File: src/design/pfm_pkg.sv
// Shared types, constants and helper functions for the polyphonic FM synthesizer.
// Depends on nothing; every other design file imports it.
package pfm_pkg;

    localparam int VOICES         = 16;
    localparam int PHASE_BITS     = 32;
    localparam int SINE_ADDR_BITS = 10;
    localparam int TIME_BITS      = 20;
    localparam int OUTPUT_GAIN    = 5000;

    localparam int V_W      = (VOICES > 1) ? $clog2(VOICES) : 1;
    localparam int NOTE_OFS = 89;
    localparam int DUR_W    = 20;
    localparam int LVL_W    = 16;
    localparam int EXT_W    = ((TIME_BITS > DUR_W) ? TIME_BITS : DUR_W) + 1;
    localparam int NUM_W    = EXT_W - 1 + LVL_W;
    localparam int QUOT_W   = 16;
    localparam int NOTE_MAX = VOICES - 1 + NOTE_OFS + 63 + 2;
    localparam int INC_W    = 21 + NOTE_MAX / 12 + 1;
    localparam int MA_W     = (INC_W > 34) ? INC_W : 34;
    localparam int MB_W     = 17;
    localparam int PROD_W   = MA_W + MB_W;
    localparam int ACC_W    = 18 + V_W;

    typedef struct packed {
        logic [PHASE_BITS-1:0] cph;
        logic [PHASE_BITS-1:0] mph;
        logic [TIME_BITS-1:0]  vtime;
        logic [LVL_W-1:0]      held;
    } t_voice;

    typedef struct packed {
        logic           we;
        logic [V_W-1:0] addr;
        t_voice         data;
    } t_ram_wr;

    typedef struct packed {
        logic             start;
        logic [NUM_W-1:0] num;
        logic [DUR_W-1:0] den;
    } t_div_req;

    typedef struct packed {
        logic              done;
        logic [QUOT_W-1:0] quot;
    } t_div_rsp;

    // Phase increment of the lowest octave, 2^32 units per turn at 44.1 kHz.
    function automatic logic [20:0] base_inc(input logic [3:0] s);
        case (s)
            4'd0:    return 21'd796273;
            4'd1:    return 21'd843622;
            4'd2:    return 21'd893787;
            4'd3:    return 21'd946934;
            4'd4:    return 21'd1003241;
            4'd5:    return 21'd1062897;
            4'd6:    return 21'd1126101;
            4'd7:    return 21'd1193062;
            4'd8:    return 21'd1264005;
            4'd9:    return 21'd1339167;
            4'd10:   return 21'd1418798;
            4'd11:   return 21'd1503164;
            default: return 21'd0;
        endcase
    endfunction

    // Note number (two's complement) to phase increment. The octave is found
    // by multiplying with 171/2048, exact for all notes below 256.
    function automatic logic [INC_W-1:0] note_inc(input logic [10:0] n);
        logic [8:0]  nc;
        logic [17:0] prod;
        logic [4:0]  oct;
        logic [8:0]  semi;
        nc   = n[10] ? 9'd0 : n[8:0];
        prod = 18'(nc) * 18'd171;
        oct  = prod[15:11];
        semi = nc - 9'({oct, 3'b000}) - 9'({oct, 2'b00});
        return INC_W'(base_inc(semi[3:0])) << oct;
    endfunction

    // Quarter-wave folded table position in Q15 for a 32-bit phase.
    function automatic logic [15:0] sine_u(input logic [31:0] ph);
        logic [SINE_ADDR_BITS-1:0] addr;
        logic [SINE_ADDR_BITS-2:0] p;
        addr = ph[31 -: SINE_ADDR_BITS];
        p    = {1'b0, addr[SINE_ADDR_BITS-3:0]};
        if (addr[SINE_ADDR_BITS-2]) begin
            p = {1'b1, {(SINE_ADDR_BITS-2){1'b0}}} - p;
        end
        return 16'(p) << (15 - (SINE_ADDR_BITS - 2));
    endfunction

    function automatic logic [31:0] align_ph(input logic [PHASE_BITS-1:0] p);
        return 32'(p) << (32 - PHASE_BITS);
    endfunction

endpackage

File: src/design/pfm_div.sv
// Restoring divider for the envelope, one quotient bit per cycle.
// Depends on pfm_pkg. The quotient must fit in QUOT_W bits.
module pfm_div (
    input  logic              i_clk,
    input  logic              i_rst_n,
    input  pfm_pkg::t_div_req i_req,
    output pfm_pkg::t_div_rsp o_rsp
);
    import pfm_pkg::*;

    localparam int DSH_W = DUR_W + QUOT_W - 1;
    localparam int CNT_W = $clog2(QUOT_W);

    logic              r_busy;
    logic              r_done;
    logic [CNT_W-1:0]  r_cnt;
    logic [NUM_W-1:0]  r_rem;
    logic [DSH_W-1:0]  r_dsh;
    logic [QUOT_W-1:0] r_q;
    logic              w_ge;

    assign w_ge = (r_rem >= NUM_W'(r_dsh));

    always_ff @(posedge i_clk) begin
        if (!i_rst_n) begin
            r_busy <= 1'b0;
            r_done <= 1'b0;
            r_cnt  <= '0;
        end else begin
            r_done <= 1'b0;
            if (i_req.start) begin
                r_busy <= 1'b1;
                r_cnt  <= '0;
            end else if (r_busy) begin
                r_cnt <= r_cnt + 1'b1;
                if (r_cnt == CNT_W'(QUOT_W - 1)) begin
                    r_busy <= 1'b0;
                    r_done <= 1'b1;
                end
            end
        end
    end

    always_ff @(posedge i_clk) begin
        if (i_req.start) begin
            r_rem <= i_req.num;
            r_dsh <= DSH_W'(i_req.den) << (QUOT_W - 1);
            r_q   <= '0;
        end else if (r_busy) begin
            if (w_ge) begin
                r_rem <= r_rem - NUM_W'(r_dsh);
            end
            r_q   <= {r_q[QUOT_W-2:0], w_ge};
            r_dsh <= r_dsh >> 1;
        end
    end

    assign o_rsp.done = r_done;
    assign o_rsp.quot = r_q;

endmodule

File: config.mk
export PLATFORM = sky130hd
export DESIGN_NAME = pfm_div
export DESIGN_NICKNAME = d
export VERILOG_FILES = /design/src/design/pfm_pkg.sv /design/src/design/pfm_div.sv
export SDC_FILE = /design/constraint.sdc
export NUM_CORES = 1
export LEC_CHECK = 0
export BUFFER_PORTS_ARGS = -buffer_cell sky130_fd_sc_hd__buf_4
export CAP_MARGIN = 20
export CORE_MARGIN = 3
export CORE_UTILIZATION = 53
export CTS_CLUSTER_DIAMETER = 200
export DETAILED_ROUTE_END_ITERATION = 10
export PLACE_DENSITY = 0.85
export RECOVER_POWER = 25
export SYNTH_ARGS = -nofsm -noshare
export SYNTH_HDL_FRONTEND = slang
export SYNTH_SLANG_ARGS = --single-unit
File: constraint.sdc
create_clock -name i_clk -period 4.33 [get_ports i_clk]
set_input_delay 0.433 -clock i_clk [delete_from_list [all_inputs] [get_ports i_clk]]
set_output_delay 0.433 -clock i_clk [all_outputs]
set_load 0.05 [all_outputs]
==> flow_summary.json <==
{
  "finalPower_mw": 3.39,
  "synth_area_leaders": "edfxtp_1 (29%), dfxtp_1 (13%), ha_1 (7.7%)",
  "worstSetupStartpoint": "r_rem[0]$_DFFE_PP_",
  "worstPathCellList": "inv_1, ha_1, inv_1, fa_1, a211oi_1, o21ai_1, a21oi_1, o211ai_2, a21oi_1, o21ai_1, o211ai_1, a31oi_4, buf_12",
  "synth-simple-area-share": 0.161,
  "violations": "max-capacitance violations, max-slew violations",
  "worst-path-buf-inv": 3,
  "synth_top_family_by_area": "compound AO/OA/AOI/OAI gates",
  "clock_latency_ns": 0.39,
  "setup_violations": 0,
  "ir_drop_uv": 270,
  "grt_usage": 0.224,
  "finalCritPeriodShare": 0.797,
  "drv_slew": 144,
  "fin_skew_ns": 0.0145,
  "setup_ws_ns": 0.881,
  "ys_async_sr_fraction": 0,
  "yosys.area.top_type_share": 0.286,
  "wire_per_inst_um": 15.6,
  "drive_above_1_share": 0.121,
  "yosysWarnings": 0,
  "r2r_cells": 13,
  "htreeDepth": 3,
  "fin_nets": 821,
  "hold_violations": 0,
  "cts-root-buf": "clkbuf_8",
  "insertedDiodeCount": 0,
  "grt_max_degree": 101,
  "syn2layout_area_growth_pct": 12.8,
  "cts_hold_buf": 0,
  "cp.required_ns": 4.47,
  "num_rows": 37,
  "drc": 0,
  "cp.arrival_ns": 3.59,
  "syn_nets": 768,
  "synth-adder-area-share": 0.0801,
  "grt_pass1_vias": 4926,
  "place_ws_ns": 0.991,
  "io_pins": 76,
  "slowest_delay_ns": 0.41,
  "status": "finished with violations",
  "synth-main-ff-cell": "edfxtp_1",
  "grt_antenna_before_repair": 0,
  "synth_edf_count": 56,
  "cts-resized-gates": 0,
  "max_freq_mhz": 290,
  "syn_area_um2": 5880,
  "io_buffers": 75,
  "dieArea_um2": 12400,
  "post_cts_buffers": 0,
  "ys_seq_area_frac": 0.412,
  "period_minus_slack_ns": 3.45,
  "cap_violations": 2,
  "slew_headroom": -0.118,
  "dp_hpwl_mm": 9.81,
  "worst_slew_pin_slew_ns": 1.68,
  "netlist_instances": 672,
  "dpl.cell_count": 850,
  "cts_sinks": 93,
  "ant_nets": 0,
  "dr.pass1.iters": 5,
  "vias_per_cell": 5.72,
  "r2r-start": "r_rem[0]$_DFFE_PP_",
  "cp_slowest_cell": "fa_1",
  "critPathCapture": "r_rem[20]$_DFFE_PP_",
  "core-area_um2": 10600,
  "yosysUniqueCellTypes": 55,
  "cts_buffers": 9,
  "critical_path_depth": 13,
  "reg2reg_to": "r_rem[20]$_DFFE_PP_",
  "wirelength_mm": 13.5,
  "yosys.area.top_type": "edfxtp_1",
  "avgSynthCellArea_um2": 8.75,
  "worstSetupEndpointType": "register",
  "r2r_setup_slack_ns": 0.88,
  "layout.cells.non_filler": 866,
  "die_w_um": 111,
  "path_max_fanout": 22,
  "hold_path.class": "input pin to register",
  "grt_first_pass_wirelength_mm": 23.1,
  "yosys.area_share.xor_xnor": 0.0373,
  "die_h_um": 111,
  "start_kind": "register",
  "vias": 4957,
  "crit_family": "compound AO/OA/AOI/OAI gates",
  "worstSetupPathType": "register to register",
  "gp_congestion": 0.886,
  "clkSlewWorstSetupHoldPaths_ns": 0.10,
  "pwr_density_cell_nw_per_um2": 511,
  "fin_setup_tns_ns": 0,
  "drt-initial-drc-count": 351,
  "overflow": 0,
  "synth_compound_area_frac": 0.195,
  "synth_mux_area_frac": 0.0583,
  "rsz0062_at_grt": "false",
  "p_leak_nw": 2.74,
  "cts_buffer_depth": 2,
  "ys_ff_latch": 93,
  "start_util": 0.557,
  "cts_tree": "done"
}
## power by group
group / internal [mW] / switching, mW
Combinational: 0.650 / 0.963
Sequential: 1.14 / 0.0619
Clock: 0.243 / 0.327
## layer usage
layer	vias to the layer above	track usage	wire [µm]
met4	0	0.0827	233
li1	2478	-	-
met5	-	0	0
met3	19	0.0388	850
met2	173	0.376	6560
met1	2287	0.290	5890
## cells in the mapped netlist, types with 4 or more instances
cell	count
and3_1	8
a21oi_1	42
xnor2_1	14
a21boi_0	4
clkbuf_1	31
o31ai_1	4
and2_1	6
dfxtp_1	37
nor3_1	9
mux2i_1	32
nand2_1	95
edfxtp_1	56
ha_1	36
o21ai_1	6
a21o_1	22
o21ai_0	61
o21bai_1	8
a311oi_1	4
a211oi_1	7
inv_1	50
nor2_1	61
xor2_1	11
nand4_1	13
nand3_1	9
## flip-flops by register name (all words and copies together), names as in the netlist
register  flops
r_busy        1
r_cnt         4
r_done        1
r_dsh        35
r_q          16
r_rem        36
## how the worst min path moves through the flow
stage	from	endpoint	slack (ns)	cells after the start
detailed placement	r_cnt[3]$_SDFFE_PP0P_	r_done$_SDFF_PP0_	0.47	2
floorplan	r_cnt[3]$_SDFFE_PP0P_	r_done$_SDFF_PP0_	0.44	2
global route	i_rst_n	r_busy$_SDFF_PN0_	0.31	2
global placement	r_cnt[3]$_SDFFE_PP0P_	r_done$_SDFF_PP0_	0.45	2
CTS	i_rst_n	r_busy$_SDFF_PN0_	0.29	2
finish	i_rst_n	r_busy$_SDFF_PN0_	0.30	2
## layout by cell type, fill, tap and decap left out, drive strengths merged, types with 5 or more instances in the layout
master and count:
edfxtp 56, a21boi 5, mux2i 32, xor2 11, xnor2 14, a21o 23
inv 51, and3 9, clkbuf 30, dfxtp 37, nand2 95, nand4 13
a211oi 8, buf 59, o21bai 8, nand3 10, a21oi 42, o21ai 68
and2 6, nor2 61, ha 36, nor3 9
## final cells by class
cell class              instances  area (µm²)
fillers                       920        3920
multi-input cells             493        3140
flip-flops and latches         93        2420
repair buffers                 78         528
inverters                      50         188
well taps                     136         170
clock buffers                  11         153
clock inverters                 5        32.5
## through the flow
stage / hold WS, ns / instance area (µm²) / utilization
after floorplan: 0.439 / 5880 / -
final: 0.299 / 6630 / 0.628
after global routing: 0.310 / 6630 / 0.628
after CTS: 0.288 / 6700 / 0.635
after global placement: 0.450 / 6520 / 0.617
after detailed placement: 0.474 / 6520 / 0.617
## worst register-to-register path, cell delays in order, from the launching register on
cell	delay, ns
edfxtp_1	0.39
inv_1	0.07
ha_1	0.19
inv_1	0.06
fa_1	0.41
a211oi_1	0.37
o21ai_1	0.19
a21oi_1	0.19
o211ai_2	0.14
a21oi_1	0.30
o21ai_1	0.10
o211ai_1	0.17
a31oi_4	0.31
buf_12	0.30
## cell families after synthesis
family                   count (synthesis)
AND/OR/NAND/NOR                        214
AO/OA/AOI/OAI                          183
flip-flops                              93
buffers and inverters                   86
adder cells (fa/ha/maj)                 37
multiplexers                            34
XOR/XNOR                                25
No activity file was read; power rests on OpenSTA's default activity.
